===== src/rtl/asp_pkg.sv =====
// Shared types, register indexes, field widths and reset values for the
// ADC average to motor/servo setpoint block. No dependencies.
package asp_pkg;

   localparam int DEF_WINDOW_DEPTH = 10;
   localparam int DEF_SAMPLE_BITS  = 10;

   // configuration port
   localparam int CSR_INDEX_W = 4;
   localparam int CSR_DATA_W  = 16;

   // register and result field widths
   localparam int FULL_SCALE_W = 10;
   localparam int SPAN_W       = 8;
   localparam int OFFSET_W     = 7;
   localparam int COUNT_W      = 16;
   localparam int ABS_W        = 8;
   localparam int SET_W        = 8;
   localparam int PULSE_W      = 16;
   localparam int RSP_DATA_W   = 72;

   typedef enum logic [CSR_INDEX_W-1:0] {
      REG_ADC_FULL_SCALE  = 4'd0,
      REG_SPEED_SPAN      = 4'd1,
      REG_SPEED_OFFSET    = 4'd2,
      REG_ANGLE_SPAN      = 4'd3,
      REG_ANGLE_OFFSET    = 4'd4,
      REG_MOTOR_PERIOD    = 4'd5,
      REG_SERVO_MAX_COUNT = 4'd6,
      REG_SERVO_MIN_COUNT = 4'd7
   } reg_index_type;

   localparam logic [FULL_SCALE_W-1:0] RST_ADC_FULL_SCALE  = 10'd1023;
   localparam logic [SPAN_W-1:0]       RST_SPEED_SPAN      = 8'd198;
   localparam logic [OFFSET_W-1:0]     RST_SPEED_OFFSET    = 7'd99;
   localparam logic [SPAN_W-1:0]       RST_ANGLE_SPAN      = 8'd180;
   localparam logic [OFFSET_W-1:0]     RST_ANGLE_OFFSET    = 7'd90;
   localparam logic [COUNT_W-1:0]      RST_MOTOR_PERIOD    = 16'd1999;
   localparam logic [COUNT_W-1:0]      RST_SERVO_MAX_COUNT = 16'd2999;
   localparam logic [COUNT_W-1:0]      RST_SERVO_MIN_COUNT = 16'd749;

   typedef struct packed {
      logic [FULL_SCALE_W-1:0] adc_full_scale;
      logic [SPAN_W-1:0]       speed_span;
      logic [OFFSET_W-1:0]     speed_offset;
      logic [SPAN_W-1:0]       angle_span;
      logic [OFFSET_W-1:0]     angle_offset;
      logic [COUNT_W-1:0]      motor_period;
      logic [COUNT_W-1:0]      servo_max_count;
      logic [COUNT_W-1:0]      servo_min_count;
   } cfg_type;

   typedef enum logic [1:0] {
      DIR_STOP    = 2'd0,
      DIR_FORWARD = 2'd1,
      DIR_REVERSE = 2'd2
   } direction_type;

   // last member sits in the lowest bits
   typedef struct packed {
      logic [PULSE_W-1:0]       servo_pulse;
      logic [PULSE_W-1:0]       motor_pulse;
      direction_type            direction;
      logic signed [SET_W-1:0]  angle_setting;
      logic signed [SET_W-1:0]  speed_setting;
      logic [ABS_W-1:0]         abs_angle;
      logic [ABS_W-1:0]         abs_speed;
   } result_type;

   typedef struct packed {
      logic done;
      logic [ABS_W-1:0] abs_value;
   } lane_status_type;

   typedef enum logic [2:0] {
      LANE_IDLE,
      LANE_AVG,
      LANE_MUL,
      LANE_SCALE_GO,
      LANE_SCALE_WAIT
   } lane_state_type;

   typedef enum logic [1:0] {
      TOP_IDLE,
      TOP_LANES,
      TOP_MERGE,
      TOP_HOLD
   } top_state_type;

   // zero full scale divides by one
   function automatic logic [FULL_SCALE_W-1:0] nz_scale(input logic [FULL_SCALE_W-1:0] d);
      nz_scale = (d == '0) ? FULL_SCALE_W'(1) : d;
   endfunction

endpackage


===== src/rtl/asp_div.sv =====
// Restoring unsigned divider, one quotient bit per cycle.
// Standalone; used by the lanes and by the merge stage.
module asp_div #(
   parameter int DIVIDEND_W = 18,
   parameter int DIVISOR_W  = 10
) (
   input  logic                  clock,
   input  logic                  reset,
   input  logic                  start,
   input  logic [DIVIDEND_W-1:0] dividend,
   input  logic [DIVISOR_W-1:0]  divisor,
   output logic                  done,
   output logic [DIVIDEND_W-1:0] quotient
);
   localparam int CNT_W = $clog2(DIVIDEND_W + 1);

   logic                  busy_ff, busy_in;
   logic                  done_ff, done_in;
   logic [CNT_W-1:0]      cnt_ff, cnt_in;
   logic [DIVISOR_W-1:0]  rem_ff, rem_in;
   logic [DIVIDEND_W-1:0] quo_ff, quo_in;
   logic [DIVISOR_W-1:0]  div_ff, div_in;
   logic [DIVISOR_W:0]    rem_shift;
   logic [DIVISOR_W:0]    rem_diff;
   logic                  fits;

   always_comb begin
      rem_shift = {rem_ff, quo_ff[DIVIDEND_W-1]};
      rem_diff  = rem_shift - {1'b0, div_ff};
      fits      = rem_shift >= {1'b0, div_ff};
      busy_in   = busy_ff;
      done_in   = 1'b0;
      cnt_in    = cnt_ff;
      rem_in    = rem_ff;
      quo_in    = quo_ff;
      div_in    = div_ff;
      if (start) begin
         busy_in = 1'b1;
         cnt_in  = CNT_W'(DIVIDEND_W);
         rem_in  = '0;
         quo_in  = dividend;
         div_in  = divisor;
      end else if (busy_ff) begin
         rem_in = fits ? rem_diff[DIVISOR_W-1:0] : rem_shift[DIVISOR_W-1:0];
         quo_in = {quo_ff[DIVIDEND_W-2:0], fits};
         cnt_in = cnt_ff - 1'b1;
         if (cnt_ff == CNT_W'(1)) begin
            busy_in = 1'b0;
            done_in = 1'b1;
         end
      end
   end

   always_ff @(posedge clock) begin
      if (reset) begin
         busy_ff <= 1'b0;
         done_ff <= 1'b0;
         cnt_ff  <= '0;
      end else begin
         busy_ff <= busy_in;
         done_ff <= done_in;
         cnt_ff  <= cnt_in;
      end
      rem_ff <= rem_in;
      quo_ff <= quo_in;
      div_ff <= div_in;
   end

   assign done     = done_ff;
   assign quotient = quo_ff;

endmodule


===== src/rtl/asp_lane.sv =====
// One channel lane: sample ring, running sum, window average and scaling
// to an absolute value. Uses asp_pkg and asp_div.
module asp_lane #(
   parameter int WINDOW_DEPTH = asp_pkg::DEF_WINDOW_DEPTH,
   parameter int SAMPLE_BITS  = asp_pkg::DEF_SAMPLE_BITS
) (
   input  logic                                 clock,
   input  logic                                 reset,
   input  logic                                 start,
   input  logic [SAMPLE_BITS-1:0]               sample,
   input  logic [asp_pkg::SPAN_W-1:0]           span,
   input  logic [asp_pkg::FULL_SCALE_W-1:0]     full_scale,
   output asp_pkg::lane_status_type             status
);
   localparam int SLOT_W = (WINDOW_DEPTH > 1) ? $clog2(WINDOW_DEPTH) : 1;
   localparam int SUM_W  = $clog2(WINDOW_DEPTH * ((1 << SAMPLE_BITS) - 1) + 1);
   localparam int PROD_W = SAMPLE_BITS + asp_pkg::SPAN_W;
   localparam int DIVR_W = asp_pkg::FULL_SCALE_W;
   // average by reciprocal multiply; exact for every sum below 2**SUM_W
   localparam int AVG_SHIFT  = SUM_W + $clog2(WINDOW_DEPTH);
   localparam int RECIP_W    = AVG_SHIFT + 1;
   localparam int AVG_PROD_W = SUM_W + RECIP_W;
   localparam logic [RECIP_W-1:0] AVG_RECIP =
      RECIP_W'(((longint'(1) << AVG_SHIFT) + WINDOW_DEPTH - 1) / WINDOW_DEPTH);
   localparam logic [SLOT_W-1:0] LAST_SLOT = SLOT_W'(WINDOW_DEPTH - 1);

   asp_pkg::lane_state_type state_ff, state_in;

   logic [SAMPLE_BITS-1:0] window_ff [WINDOW_DEPTH];
   logic [SLOT_W-1:0]      slot_ff, slot_in;
   logic [SUM_W-1:0]       sum_ff, sum_in;
   logic [SAMPLE_BITS-1:0] avg_ff, avg_in;
   logic [AVG_PROD_W-1:0]  avg_prod;
   logic [PROD_W-1:0]      prod_ff, prod_in;
   logic [SAMPLE_BITS-1:0] old_sample;
   logic                   take;

   logic                   div_start;
   logic [PROD_W-1:0]      div_dividend;
   logic [DIVR_W-1:0]      div_divisor;
   logic                   div_done;
   logic [PROD_W-1:0]      div_quotient;

   asp_div #(
      .DIVIDEND_W (PROD_W),
      .DIVISOR_W  (DIVR_W)
   ) u_div (
      .clock    (clock),
      .reset    (reset),
      .start    (div_start),
      .dividend (div_dividend),
      .divisor  (div_divisor),
      .done     (div_done),
      .quotient (div_quotient)
   );

   // next state
   always_comb begin
      state_in = state_ff;
      case (state_ff)
         asp_pkg::LANE_IDLE:       if (start) state_in = asp_pkg::LANE_AVG;
         asp_pkg::LANE_AVG:        state_in = asp_pkg::LANE_MUL;
         asp_pkg::LANE_MUL:        state_in = asp_pkg::LANE_SCALE_GO;
         asp_pkg::LANE_SCALE_GO:   state_in = asp_pkg::LANE_SCALE_WAIT;
         asp_pkg::LANE_SCALE_WAIT: if (div_done) state_in = asp_pkg::LANE_IDLE;
         default:                  state_in = asp_pkg::LANE_IDLE;
      endcase
   end

   // outputs
   always_comb begin
      take         = 1'b0;
      div_start    = 1'b0;
      div_dividend = prod_ff;
      div_divisor  = asp_pkg::nz_scale(full_scale);
      status.done  = 1'b0;
      case (state_ff)
         asp_pkg::LANE_IDLE:       take = start;
         asp_pkg::LANE_SCALE_GO:   div_start = 1'b1;
         asp_pkg::LANE_SCALE_WAIT: status.done = div_done;
         default:                  take = 1'b0;
      endcase
      // saturate to the absolute range
      if (div_quotient[PROD_W-1:asp_pkg::ABS_W] != '0) begin
         status.abs_value = '1;
      end else begin
         status.abs_value = div_quotient[asp_pkg::ABS_W-1:0];
      end
   end

   always_comb begin
      old_sample = window_ff[slot_ff];
      sum_in     = sum_ff + SUM_W'(sample) - SUM_W'(old_sample);
      slot_in    = (slot_ff == LAST_SLOT) ? '0 : slot_ff + 1'b1;
      avg_prod   = AVG_PROD_W'(sum_ff) * AVG_PROD_W'(AVG_RECIP);
      avg_in     = avg_prod[AVG_SHIFT +: SAMPLE_BITS];
      prod_in    = PROD_W'(avg_ff) * PROD_W'(span);
   end

   always_ff @(posedge clock) begin
      if (reset) begin
         state_ff <= asp_pkg::LANE_IDLE;
         slot_ff  <= '0;
         sum_ff   <= '0;
         for (int i = 0; i < WINDOW_DEPTH; i++) window_ff[i] <= '0;
      end else begin
         state_ff <= state_in;
         if (take) begin
            window_ff[slot_ff] <= sample;
            slot_ff            <= slot_in;
            sum_ff             <= sum_in;
         end
      end
      if (state_ff == asp_pkg::LANE_AVG) avg_ff <= avg_in;
      if (state_ff == asp_pkg::LANE_MUL) prod_ff <= prod_in;
   end

endmodule


===== src/rtl/asp_merge.sv =====
// Merge stage: signed settings, direction, motor and servo pulse widths
// from the two lane absolute values. Uses asp_pkg and two asp_div units.
module asp_merge (
   input  logic                         clock,
   input  logic                         reset,
   input  logic                         start,
   input  logic [asp_pkg::ABS_W-1:0]    abs_speed,
   input  logic [asp_pkg::ABS_W-1:0]    abs_angle,
   input  asp_pkg::cfg_type             cfg,
   output logic                         done,
   output asp_pkg::result_type          result
);
   localparam int PROD_W = 24;
   localparam int DIVR_W = 8;
   localparam int DIFF_W = 10;
   localparam int SERVO_W = PROD_W + 2;

   logic                           go_ff, div_go_ff, done_ff;
   logic [asp_pkg::ABS_W-1:0]      abs_s_ff, abs_a_ff;
   logic [PROD_W-1:0]              motor_prod_ff, motor_prod_in;
   logic [PROD_W-1:0]              servo_prod_ff, servo_prod_in;
   logic                           span_neg_ff;
   asp_pkg::result_type            result_ff, result_in;

   logic signed [DIFF_W-1:0]       diff_s, diff_a;
   logic signed [asp_pkg::SET_W-1:0] set_s, set_a;
   logic [asp_pkg::SET_W-1:0]      mag_s;
   logic [asp_pkg::COUNT_W:0]      span;
   logic [asp_pkg::COUNT_W-1:0]    span_mag;
   logic [DIVR_W-1:0]              motor_div, servo_div;
   logic                           motor_done, servo_done;
   logic [PROD_W-1:0]              motor_q, servo_q;
   logic signed [SERVO_W-1:0]      servo_signed, servo_sum;

   asp_div #(.DIVIDEND_W(PROD_W), .DIVISOR_W(DIVR_W)) u_motor_div (
      .clock    (clock),
      .reset    (reset),
      .start    (div_go_ff),
      .dividend (motor_prod_ff),
      .divisor  (motor_div),
      .done     (motor_done),
      .quotient (motor_q)
   );

   asp_div #(.DIVIDEND_W(PROD_W), .DIVISOR_W(DIVR_W)) u_servo_div (
      .clock    (clock),
      .reset    (reset),
      .start    (div_go_ff),
      .dividend (servo_prod_ff),
      .divisor  (servo_div),
      .done     (servo_done),
      .quotient (servo_q)
   );

   always_comb begin
      diff_s = signed'(DIFF_W'(abs_s_ff)) - signed'(DIFF_W'(cfg.speed_offset));
      diff_a = signed'(DIFF_W'(abs_a_ff)) - signed'(DIFF_W'(cfg.angle_offset));
      // offsets never exceed 127, so only the upper bound can be crossed
      set_s  = (diff_s > DIFF_W'(127)) ? 8'sd127 : diff_s[asp_pkg::SET_W-1:0];
      set_a  = (diff_a > DIFF_W'(127)) ? 8'sd127 : diff_a[asp_pkg::SET_W-1:0];
      mag_s  = set_s[asp_pkg::SET_W-1] ? asp_pkg::SET_W'(-set_s) : asp_pkg::SET_W'(set_s);

      span     = {1'b0, cfg.servo_max_count} - {1'b0, cfg.servo_min_count};
      span_mag = span[asp_pkg::COUNT_W] ? asp_pkg::COUNT_W'(-span)
                                        : span[asp_pkg::COUNT_W-1:0];

      motor_prod_in = PROD_W'(cfg.motor_period) * PROD_W'(mag_s);
      servo_prod_in = PROD_W'(abs_a_ff) * PROD_W'(span_mag);

      motor_div = (cfg.speed_offset == '0) ? DIVR_W'(1) : DIVR_W'(cfg.speed_offset);
      servo_div = (cfg.angle_span == '0) ? DIVR_W'(1) : cfg.angle_span;

      // quotient truncates toward zero, so negate the magnitude afterwards
      servo_signed = span_neg_ff ? -signed'(SERVO_W'(servo_q)) : signed'(SERVO_W'(servo_q));
      servo_sum    = servo_signed + signed'(SERVO_W'(cfg.servo_min_count));

      result_in.abs_speed     = abs_s_ff;
      result_in.abs_angle     = abs_a_ff;
      result_in.speed_setting = set_s;
      result_in.angle_setting = set_a;
      if (set_s == '0) begin
         result_in.direction = asp_pkg::DIR_STOP;
      end else if (set_s[asp_pkg::SET_W-1]) begin
         result_in.direction = asp_pkg::DIR_REVERSE;
      end else begin
         result_in.direction = asp_pkg::DIR_FORWARD;
      end
      result_in.motor_pulse = (motor_q[PROD_W-1:asp_pkg::PULSE_W] != '0) ? '1
                              : motor_q[asp_pkg::PULSE_W-1:0];
      if (servo_sum[SERVO_W-1]) begin
         result_in.servo_pulse = '0;
      end else if (servo_sum[SERVO_W-2:asp_pkg::PULSE_W] != '0) begin
         result_in.servo_pulse = '1;
      end else begin
         result_in.servo_pulse = servo_sum[asp_pkg::PULSE_W-1:0];
      end
   end

   always_ff @(posedge clock) begin
      if (reset) begin
         go_ff     <= 1'b0;
         div_go_ff <= 1'b0;
         done_ff   <= 1'b0;
      end else begin
         go_ff     <= start;
         div_go_ff <= go_ff;
         done_ff   <= motor_done;
      end
      if (start) begin
         abs_s_ff <= abs_speed;
         abs_a_ff <= abs_angle;
      end
      if (go_ff) begin
         motor_prod_ff <= motor_prod_in;
         servo_prod_ff <= servo_prod_in;
         span_neg_ff   <= span[asp_pkg::COUNT_W];
      end
      if (motor_done) result_ff <= result_in;
   end

   assign done   = done_ff;
   assign result = result_ff;

   assert property (@(posedge clock) disable iff (reset) motor_done == servo_done)
      else $error("motor and servo dividers out of step");

endmodule


===== src/rtl/adc_average_motor_servo_setpoint.sv =====
// Top level: configuration registers, sequencing of the two lanes and the
// merge stage, and the result register. Uses asp_pkg, asp_lane, asp_merge.
//
// Usage:
//   req_ channel carries one word per ADC sample pair (speed, angle). Each
//   word goes into both lanes, which run side by side: ring update, window
//   average by a reciprocal multiply, then scaling by an iterative divider
//   in each lane. The merge stage then derives the signed settings, the
//   bridge direction and the two pulse widths with two more dividers working
//   in parallel.
//   One word is in flight at a time, so a new word is accepted only after
//   the previous one has been through the lanes and the merge stage. The
//   dividers produce one quotient bit per cycle, SAMPLE_BITS+8 bits in the
//   lanes and 24 bits in the merge stage.
//   rsp_ holds the result in an output register until taken. A new req_ word
//   is taken while an earlier result still waits; if that result is still
//   not taken when the next one is done, the block holds and stops taking.
//   csr_ writes are always accepted and must happen only while idle.
//   Reset clears the sample rings, sums and write slot and restores the
//   register defaults; no result is pending after reset.
module adc_average_motor_servo_setpoint #(
   parameter int WINDOW_DEPTH = asp_pkg::DEF_WINDOW_DEPTH,
   parameter int SAMPLE_BITS  = asp_pkg::DEF_SAMPLE_BITS
) (
   input  logic                                clock,
   input  logic                                reset,
   // req_tdata: speed_sample, angle_sample (from bit 0 up)
   input  logic                                req_tvalid,
   output logic                                req_tready,
   input  logic [((2*SAMPLE_BITS+7)/8)*8-1:0]  req_tdata,
   // rsp_tdata: abs_speed, abs_angle, speed_setting, angle_setting,
   //            direction, motor_pulse, servo_pulse (from bit 0 up)
   output logic                                rsp_tvalid,
   input  logic                                rsp_tready,
   output logic [asp_pkg::RSP_DATA_W-1:0]      rsp_tdata,
   input  logic                                csr_valid,
   output logic                                csr_ready,
   input  logic [asp_pkg::CSR_INDEX_W-1:0]     csr_index,
   input  logic [asp_pkg::CSR_DATA_W-1:0]      csr_data
);
   localparam int RESULT_W = $bits(asp_pkg::result_type);

   asp_pkg::top_state_type   state_ff, state_in;
   asp_pkg::cfg_type         cfg_ff;
   asp_pkg::result_type      rsp_ff;
   asp_pkg::result_type      merge_result;
   asp_pkg::lane_status_type speed_status, angle_status;
   logic                     rsp_valid_ff, rsp_valid_in;
   logic                     req_take, merge_start, merge_done, out_free, out_load;

   asp_lane #(.WINDOW_DEPTH(WINDOW_DEPTH), .SAMPLE_BITS(SAMPLE_BITS)) u_speed_lane (
      .clock      (clock),
      .reset      (reset),
      .start      (req_take),
      .sample     (req_tdata[SAMPLE_BITS-1:0]),
      .span       (cfg_ff.speed_span),
      .full_scale (cfg_ff.adc_full_scale),
      .status     (speed_status)
   );

   asp_lane #(.WINDOW_DEPTH(WINDOW_DEPTH), .SAMPLE_BITS(SAMPLE_BITS)) u_angle_lane (
      .clock      (clock),
      .reset      (reset),
      .start      (req_take),
      .sample     (req_tdata[2*SAMPLE_BITS-1:SAMPLE_BITS]),
      .span       (cfg_ff.angle_span),
      .full_scale (cfg_ff.adc_full_scale),
      .status     (angle_status)
   );

   asp_merge u_merge (
      .clock     (clock),
      .reset     (reset),
      .start     (merge_start),
      .abs_speed (speed_status.abs_value),
      .abs_angle (angle_status.abs_value),
      .cfg       (cfg_ff),
      .done      (merge_done),
      .result    (merge_result)
   );

   assign out_free = !rsp_valid_ff || rsp_tready;

   // next state
   always_comb begin
      state_in = state_ff;
      case (state_ff)
         asp_pkg::TOP_IDLE:  if (req_tvalid) state_in = asp_pkg::TOP_LANES;
         asp_pkg::TOP_LANES: if (speed_status.done) state_in = asp_pkg::TOP_MERGE;
         asp_pkg::TOP_MERGE: begin
            if (merge_done) state_in = out_free ? asp_pkg::TOP_IDLE : asp_pkg::TOP_HOLD;
         end
         asp_pkg::TOP_HOLD:  if (out_free) state_in = asp_pkg::TOP_IDLE;
         default:            state_in = asp_pkg::TOP_IDLE;
      endcase
   end

   // outputs
   always_comb begin
      req_tready  = 1'b0;
      merge_start = 1'b0;
      out_load    = 1'b0;
      case (state_ff)
         asp_pkg::TOP_IDLE:  req_tready = 1'b1;
         asp_pkg::TOP_LANES: merge_start = speed_status.done;
         asp_pkg::TOP_MERGE: out_load = merge_done && out_free;
         asp_pkg::TOP_HOLD:  out_load = out_free;
         default:            req_tready = 1'b0;
      endcase
      req_take     = req_tvalid && req_tready;
      rsp_valid_in = out_load || (rsp_valid_ff && !rsp_tready);
   end

   always_ff @(posedge clock) begin
      if (reset) begin
         state_ff     <= asp_pkg::TOP_IDLE;
         rsp_valid_ff <= 1'b0;
         cfg_ff.adc_full_scale  <= asp_pkg::RST_ADC_FULL_SCALE;
         cfg_ff.speed_span      <= asp_pkg::RST_SPEED_SPAN;
         cfg_ff.speed_offset    <= asp_pkg::RST_SPEED_OFFSET;
         cfg_ff.angle_span      <= asp_pkg::RST_ANGLE_SPAN;
         cfg_ff.angle_offset    <= asp_pkg::RST_ANGLE_OFFSET;
         cfg_ff.motor_period    <= asp_pkg::RST_MOTOR_PERIOD;
         cfg_ff.servo_max_count <= asp_pkg::RST_SERVO_MAX_COUNT;
         cfg_ff.servo_min_count <= asp_pkg::RST_SERVO_MIN_COUNT;
      end else begin
         state_ff     <= state_in;
         rsp_valid_ff <= rsp_valid_in;
         if (csr_valid) begin
            // truncate each word to its register width; drop unknown indexes
            case (csr_index)
               asp_pkg::REG_ADC_FULL_SCALE:
                  cfg_ff.adc_full_scale <= csr_data[asp_pkg::FULL_SCALE_W-1:0];
               asp_pkg::REG_SPEED_SPAN:
                  cfg_ff.speed_span <= csr_data[asp_pkg::SPAN_W-1:0];
               asp_pkg::REG_SPEED_OFFSET:
                  cfg_ff.speed_offset <= csr_data[asp_pkg::OFFSET_W-1:0];
               asp_pkg::REG_ANGLE_SPAN:
                  cfg_ff.angle_span <= csr_data[asp_pkg::SPAN_W-1:0];
               asp_pkg::REG_ANGLE_OFFSET:
                  cfg_ff.angle_offset <= csr_data[asp_pkg::OFFSET_W-1:0];
               asp_pkg::REG_MOTOR_PERIOD:    cfg_ff.motor_period <= csr_data;
               asp_pkg::REG_SERVO_MAX_COUNT: cfg_ff.servo_max_count <= csr_data;
               asp_pkg::REG_SERVO_MIN_COUNT: cfg_ff.servo_min_count <= csr_data;
               default: ;
            endcase
         end
      end
      if (out_load) rsp_ff <= merge_result;
   end

   assign csr_ready  = 1'b1;
   assign rsp_tvalid = rsp_valid_ff;
   assign rsp_tdata  = {(asp_pkg::RSP_DATA_W - RESULT_W)'(0), rsp_ff};

   assert property (@(posedge clock) disable iff (reset)
      speed_status.done == angle_status.done)
      else $error("lanes finished in different cycles");

   assert property (@(posedge clock) disable iff (reset)
      speed_status.done |-> state_ff == asp_pkg::TOP_LANES)
      else $error("lane finished outside the lane phase");

   assert property (@(posedge clock) disable iff (reset)
      merge_done |-> state_ff == asp_pkg::TOP_MERGE)
      else $error("merge finished outside the merge phase");

   assert property (@(posedge clock) disable iff (reset)
      state_ff == asp_pkg::TOP_HOLD |-> rsp_valid_ff)
      else $error("holding a result with an empty output register");

endmodule

===== config.mk =====
export PLATFORM = sky130hd
export DESIGN_NAME = adc_average_motor_servo_setpoint
export DESIGN_NICKNAME = d
export VERILOG_FILES = /design/src/rtl/asp_pkg.sv /design/src/rtl/asp_div.sv /design/src/rtl/asp_lane.sv /design/src/rtl/asp_merge.sv /design/src/rtl/adc_average_motor_servo_setpoint.sv
export SDC_FILE = /design/constraint.sdc
export NUM_CORES = 2
export LEC_CHECK = 0
export BUFFER_PORTS_ARGS = -buffer_cell sky130_fd_sc_hd__buf_2
export CAP_MARGIN = 40
export CELL_PAD_IN_SITES_DETAIL_PLACEMENT = 1
export CELL_PAD_IN_SITES_GLOBAL_PLACEMENT = 1
export CORE_ASPECT_RATIO = 0.7
export CORE_MARGIN = 4
export CORE_UTILIZATION = 35
export CTS_BUF_LIST = sky130_fd_sc_hd__clkbuf_2 sky130_fd_sc_hd__clkbuf_4 sky130_fd_sc_hd__clkbuf_8
export DETAILED_ROUTE_END_ITERATION = 6
export GPL_ROUTABILITY_DRIVEN = 0
export PLACE_DENSITY_LB_ADDON = 0.12
export SLEW_MARGIN = 10
export SYNTH_ARGS = -nofsm -noshare
export SYNTH_HDL_FRONTEND = slang
export SYNTH_SLANG_ARGS = --single-unit
export TNS_END_PERCENT = 30

===== constraint.sdc =====
create_clock -name clock -period 7.6 [get_ports clock]
set_input_delay 1.52 -clock clock [delete_from_list [all_inputs] [get_ports clock]]
set_output_delay 1.52 -clock clock [all_outputs]
set_load 0.005 [all_outputs]

======== Yosys cells after proc, flatten, opt, wreduce, memory -nomap -nowiden ========
Memory sizes are Yosys's and may differ from the RTL's. A register that Yosys moved wholly into a read port is not among the register bits.
Cells that the tools add are included.
storage, ports and cells
  RAM bits ................................ 200
  logic and storage cells ................. 263
  output and inout port bits .............. 75
  bits of input ports ..................... 49
  memories ................................ 2
  register bits after elaboration ......... 572
operators by class
  add/subtract/negate cells ............... 21
  reduce and logical (&&, ||, !) cells .... 42
  multiply operators ...................... 6
  magnitude comparators ................... 6
  bitwise gates (word level) .............. 3
  eq/ne operators ......................... 32
  multiplexer cells ....................... 81
memories
  name                    depth  width  rd ports  clocked after memory_dff  write ports  line            text
  u_angle_lane.window_ff  10     10     1         1                         10           asp_lane.sv:29  logic [SAMPLE_BITS-1:0] window_ff [WINDOW_DEPTH];
  u_speed_lane.window_ff  10     10     1         1                         10           asp_lane.sv:29
operators with widths
  cell                    number
  $mux 24                 4
  $mux 18                 4
  $mul 14x15->28 const B  2
  $mux 10                 5
  $mux 5                  8
  $mul 10x8->18           2
  $mux 1                  32
  $mux 16                 2
  $mux 4                  8
  $mux 8                  4
  $pmux 3 s5              2
  $add 14x10->14          2
  $sub 14x10->14          2
  $add 26x17->26          1
  $mux 26                 1
  $neg 24->26             1
  $mul 16x8->24           1
  $mul 8x16->24           1
  $ge 11x10->1            2
  $eq 5x1->1 const B      4
  $gt 10x8->1 const B     2
  $reduce_and 2->1        10
  $reduce_bool 10->1      2
  $reduce_or 10->1        2
  40 further kinds        87

======== Depth between registers and ports, before layout ========
  depth in word-level cells ............... 9
  depth in mapped cells ................... 36
  mapped depth without buffers ............ 36

======== Hierarchy ========
From an unflattened synthesis, not the netlist that was laid out.
unflattened totals
  cells, all modules ...................... 5455
  area total of the unflattened synthesis .. 61677.9 µm²
by module, submodules not included
  module                             instances  cells an instance  area each (µm²)  sequential area each (µm²)
  asp_merge                          1          1698               16363.2          3993.8
  asp_lane (u_angle_lane)            1          1296               15314.7          6145.9
  asp_lane (u_speed_lane)            1          1259               15059.4          6145.9
  adc_average_motor_servo_setpoint   1          418                5589.1           3803.6
  asp_div (u_angle_lane.u_div ...)   2          209                2387.3           1181.1
  asp_div (u_merge.u_motor_div ...)  2          183                2288.4           1261.2

======== Worst setup path before layout ========
No wires, ideal clock.
  path type ............................... flip-flop to flip-flop
  start ................................... register cfg_ff[64] (netlist bit)
  end ..................................... register u_merge.motor_prod_ff[22] (data pin)
  data required time ...................... 7.334 ns
  path buffers ............................ 0
  slack ................................... -0.456 ns
  cell stages (with the launch flop) ...... 33
  arrival time ............................ 7.790 ns
  setup time .............................. 0.266 ns
  period minus slack after synthesis ...... 8.056 ns
  cell sequence ........................... dfxtp_1 inv_1 ha_1 nor2b_1 o21ai_0 a21boi_0 o21ai_0 a21boi_0 o21ai_1 nand3_1 and3_1 ha_1 nand3_1 nor2b_1 a2111oi_0 nor3_1 or3b_2 fa_1 fa_1 inv_1 fa_1 inv_1 fa_1 inv_1 ha_1 o21ai_0 o21ba_2 o41a_1 a41oi_1 a31oi_1 a41o_1 o41ai_1 xnor2_1
on the way
  cells in the longest elaborated chain, start to end .. 6
ends and longest elaborated chain
  item                           line                                    text
  from (decl)                    adc_average_motor_servo_setpoint.sv:44  asp_pkg::cfg_type cfg_ff;
  $sub 8x7->9 (*)                asp_merge.sv:56                         diff_s = signed'(DIFF_W'(abs_s_ff)) - signed'(DIFF_W'(cfg.speed_offset));
  $gt 10x8->1                    asp_merge.sv:59                         set_s = (diff_s > DIFF_W'(127)) ? 8'sd127 : diff_s[asp_pkg::SET_W-1:0];
  $mux 8 (*)                     asp_merge.sv:59
  $neg 8->8                      asp_merge.sv:61                         mag_s = set_s[asp_pkg::SET_W-1] ? asp_pkg::SET_W'(-set_s) : asp_pkg::SET_W'(set_s);
  $mux 8 (*)                     asp_merge.sv:61
  $mul 16x8->24 (*)              asp_merge.sv:67                         motor_prod_in = PROD_W'(cfg.motor_period) * PROD_W'(mag_s);
  via u_merge.motor_prod_in[22]  asp_merge.sv:20                         logic [PROD_W-1:0] motor_prod_ff, motor_prod_in;
  to (signal assigned)           asp_merge.sv:114                        motor_prod_ff <= motor_prod_in;
  to (decl)                      asp_merge.sv:20
The timed path passes the listed nets; every way through them passes the cells marked *.
A chain may end at the register's enable or synchronous reset.

==> flow_summary.json <==
{
  "swShare_pct": 41.6,
  "grt_util_met1_pct": 30.5,
  "vias": 40700,
  "start_util_pct": 35.4,
  "num-nets-final": 6715,
  "synthDistinctLibCells": 83,
  "tightestPinTransition_ns": 0.877,
  "critical_path_class": "reg2reg",
  "critical-path-top-delay-family": "adder cells",
  "p_switching_mw": 11.6,
  "hold_end": "rsp_tdata[47]",
  "worstPathArrival_ns": 8.22,
  "fin_crit_ns": 7.59,
  "synth-seq-area-share_pct": 41.6,
  "dp_hpwl_um": 127000,
  "clk_pin_slew_ns": 0.06,
  "first_pass_iters": 5,
  "rr_endpoint": "u_merge.motor_prod_ff[23]",
  "max_freq_mhz": 132,
  "slew_headroom_pct": 41.5,
  "critPathBufInv": 9,
  "first_iter_violations": 2413,
  "ys_warn_count": 0,
  "met3_usage_pct": 3.31,
  "clock_latency_ns": 0.89,
  "fin_worst_skew_ns": 0.0508,
  "cp_common_cell": "fa_1",
  "ant_nets": 0,
  "clkPwrFrac_pct": 17.3,
  "fillers": 18500,
  "endpoint_kind": "register",
  "setup_viol": 0,
  "placed_area_sq_mm": 0.0646,
  "fin_hold_ws_ns": 0.417,
  "layout-drive-gt1-share_pct": 17.7,
  "synth_edf_count": 692,
  "async_flop_share_pct": 0,
  "min_period_over_period_pct": 99.9,
  "die_w_um": 503,
  "syn_area_sq_mm": 0.0599,
  "io_pins": 124,
  "die_area_sq_mm": 0.178,
  "status": "finished, final reports clean",
  "power_density_mw_per_mm2": 404,
  "use_met2_pct": 26.8,
  "numCtsBuffers": 156,
  "cap_viol_max_count": 0,
  "num_rows": 126,
  "ys_top_cells_by_area": "edfxtp_1 (35%), fa_1 (14%), ha_1 (10%), dfxtp_1 (6.9%), inv_1 (4.6%)",
  "die_height_um": 354,
  "crit_path_max_fanout": 2,
  "synth_cells": 5394,
  "r2r_start": "u_merge.abs_s_ff[0]",
  "synth_ff_type": "edfxtp_1",
  "hp-class": "reg2reg",
  "yosys_register_bits": 899,
  "worstHoldPathCells": 0,
  "final_util_pct": 40.8,
  "slowest_stage": "fa_1",
  "antenna_found_initial": 10,
  "p_int_mw": 16.3,
  "htreeDepth": 4,
  "cts-root-buf": "clkbuf_8",
  "hold_buffers": 0,
  "grt_max_degree": 76,
  "seqPwrFrac_pct": 23.5,
  "reg2regPathDepth": 38,
  "ir_worst_vdd_v": 0.000598,
  "slowest_delay_ns": 0.52,
  "startpoint": "u_merge.abs_s_ff[0]",
  "finalWirelength_um": 169000,
  "p_leak_nw": 29.4,
  "start_kind": "register",
  "via_per_inst": 5.00,
  "design_area_sq_mm": 0.0691,
  "portBuffers": 112,
  "grt-busiest-layer": "met1",
  "rsz0062_at_grt": "true",
  "r2r_slack_ns": 0.007,
  "grt_pass1_wl_um": 263000,
  "wire_per_inst_um": 20.8,
  "route.detailed.drc": 0,
  "coreArea_sq_mm": 0.169,
  "cts.sinks": 899,
  "grt_remaining_overflow": 0,
  "synth.avg_cell_area_sq_um": 11.1,
  "clk_path_buf_depth": 3,
  "slew_viol_final": 0,
  "cts_tree": "yes",
  "hold_viol": 0,
  "min_from": "u_merge.result[47]",
  "grt_pass1_vias": 42900,
  "synth_top_area_share_pct": 34.7,
  "track_usage_pct": 19.1,
  "synth_top_area_cell": "edfxtp_1",
  "syn_to_final_growth_pct": 15.4,
  "share_comb_of_total_power_pct": 59.2,
  "cp.required_ns": 8.23
}
[routing by layer]
metal	routed length, um	vias up
li1	-	19100
met1	89200	20700
met2	69000	727
met3	8190	197
met4	2640	2
met5	11	-
[area by class of cell]
class	instances	area [sq um]	area share, %
Tap cell	2240	2800	4.05
Multi-Input combinational cell	3547	32100	46.4
Inverter	729	2740	3.96
Sequential cell	899	24900	36.1
Clock inverter	73	683	0.988
Timing Repair Buffer	442	3240	4.69
Clock buffer	211	2640	3.81
Antenna cell	2	5.00	0.00724
[worst max path at each step]
stage	end	slack [ns]	cells past startpoint
finish	u_merge.motor_prod_ff[23]	0.007	38
global route	u_merge.motor_prod_ff[23]	-0.35	38
CTS	u_merge.motor_prod_ff[23]	-0.17	36
detailed placement	u_merge.motor_prod_ff[23]	-0.58	37
global placement	u_merge.motor_prod_ff[22]	-0.50	35
floorplan	u_merge.motor_prod_ff[22]	-0.01	35
[power groups by stage]
stage | registers (mW) | logic (mW) | clock network (mW)
2_1_floorplan | 6.48 | 10.8 | 0
3_5_place_dp | 6.66 | 15.9 | 0
4_1_cts | 6.56 | 16.2 | 5.02
3_3_place_gp | 6.67 | 15.6 | 0
5_1_grt | 6.61 | 18.9 | 5.24
6_report | 6.56 | 16.5 | 4.82
[kinds of logic (layout without fill, tap and decap cells)]
kind of cell,Yosys count,after routing,share of synthesized area (%)
AND/OR/NAND/NOR,1636,1636,13.3
buffers and inverters,953,1455,6.04
flip-flops,899,899,41.6
adder cells (fa/ha/maj),891,891,23.8
AO/OA/AOI/OAI,585,585,6.36
multiplexers,226,226,5.97
XOR/XNOR,202,202,2.95
other,2,9,0.0125
[through the flow]
stage / setup TNS [ns] / worst slack, ns / power [mW] / cells
floorplan: -0.0103 / -0.0103 / 17.3 / 5399
global route: -2.48 / -0.348 / 30.7 / 8142
detailed placement: -3.81 / -0.577 / 22.5 / 7783
finish: 0 / 0.00657 / 27.9 / 8143
CTS: -0.489 / -0.170 / 27.8 / 8125
global placement: -2.70 / -0.500 / 22.3 / 7760
[placed cells by master (no fill, tap or decap), types with 70 or more instances in the layout]
master,n
dfxtp_1,198
fa_1,408
edfxtp_1,692
mux2i_1,76
buf_2,112
ha_1,471
nand3_1,70
inv_1,722
buf_4,302
xnor2_1,138
nor3_1,94
clkbuf_8,168
nand2_1,529
o21ai_0,118
a21oi_1,154
nor2_1,370
and2_1,191
mux4_2,100
[state kept, by name, summed over array words and instances, names as in the netlist, 14 cells and up, named ones only]
register,cells
u_angle_lane.window_ff,160
u_speed_lane.window_ff,160
cfg_ff,88
rsp_tdata,66
u_merge.result,66
u_merge.motor_prod_ff,24
u_merge.servo_prod_ff,24
u_merge.u_motor_div.quotient,24
u_merge.u_servo_div.quotient,24
u_angle_lane.div_dividend,18
u_angle_lane.u_div.quotient,18
u_speed_lane.div_dividend,18
u_speed_lane.u_div.quotient,18
u_angle_lane.sum_ff,14
u_speed_lane.sum_ff,14
[worst reg2reg max path, delay by kind of cell, from the launching register on]
family | cells | cell delay (ns)
and+or+nand+nor | 6 | 1.14
xor gates and xnor gates | 1 | 0.09
DFF | 1 | 0.40
buffers and inverters | 9 | 0.78
AOI/OAI and AO/OA | 14 | 2.17
adders and majority gates | 8 | 2.76
[Yosys cell counts (34+ instances only)]
cell	n
clkbuf_1	189
nor2b_1	44
o21ai_0	131
mux2_2	50
nand2_1	531
nor4_1	37
ha_1	479
nand2b_1	36
nor3_1	97
mux2i_1	76
xnor2_1	144
xor2_1	58
a21o_1	40
fa_1	412
nor2_1	374
and3_1	53
inv_1	728
and2_1	192
nand3_1	73
or2_2	56
a211oi_1	40
edfxtp_1	692
mux4_2	100
dfxtp_1	207
o21a_1	34
a21oi_1	162
[what timing repair did]
action / in CTS / in global routing
pin swaps: 30 / 53
hold endpoints to repair: 0 / 0
endpoints found under the setup margin: 16 / 23
gates resized for setup: 46 / 95
setup buffers: 58 / 19
(Power assumes the default switching activity.)
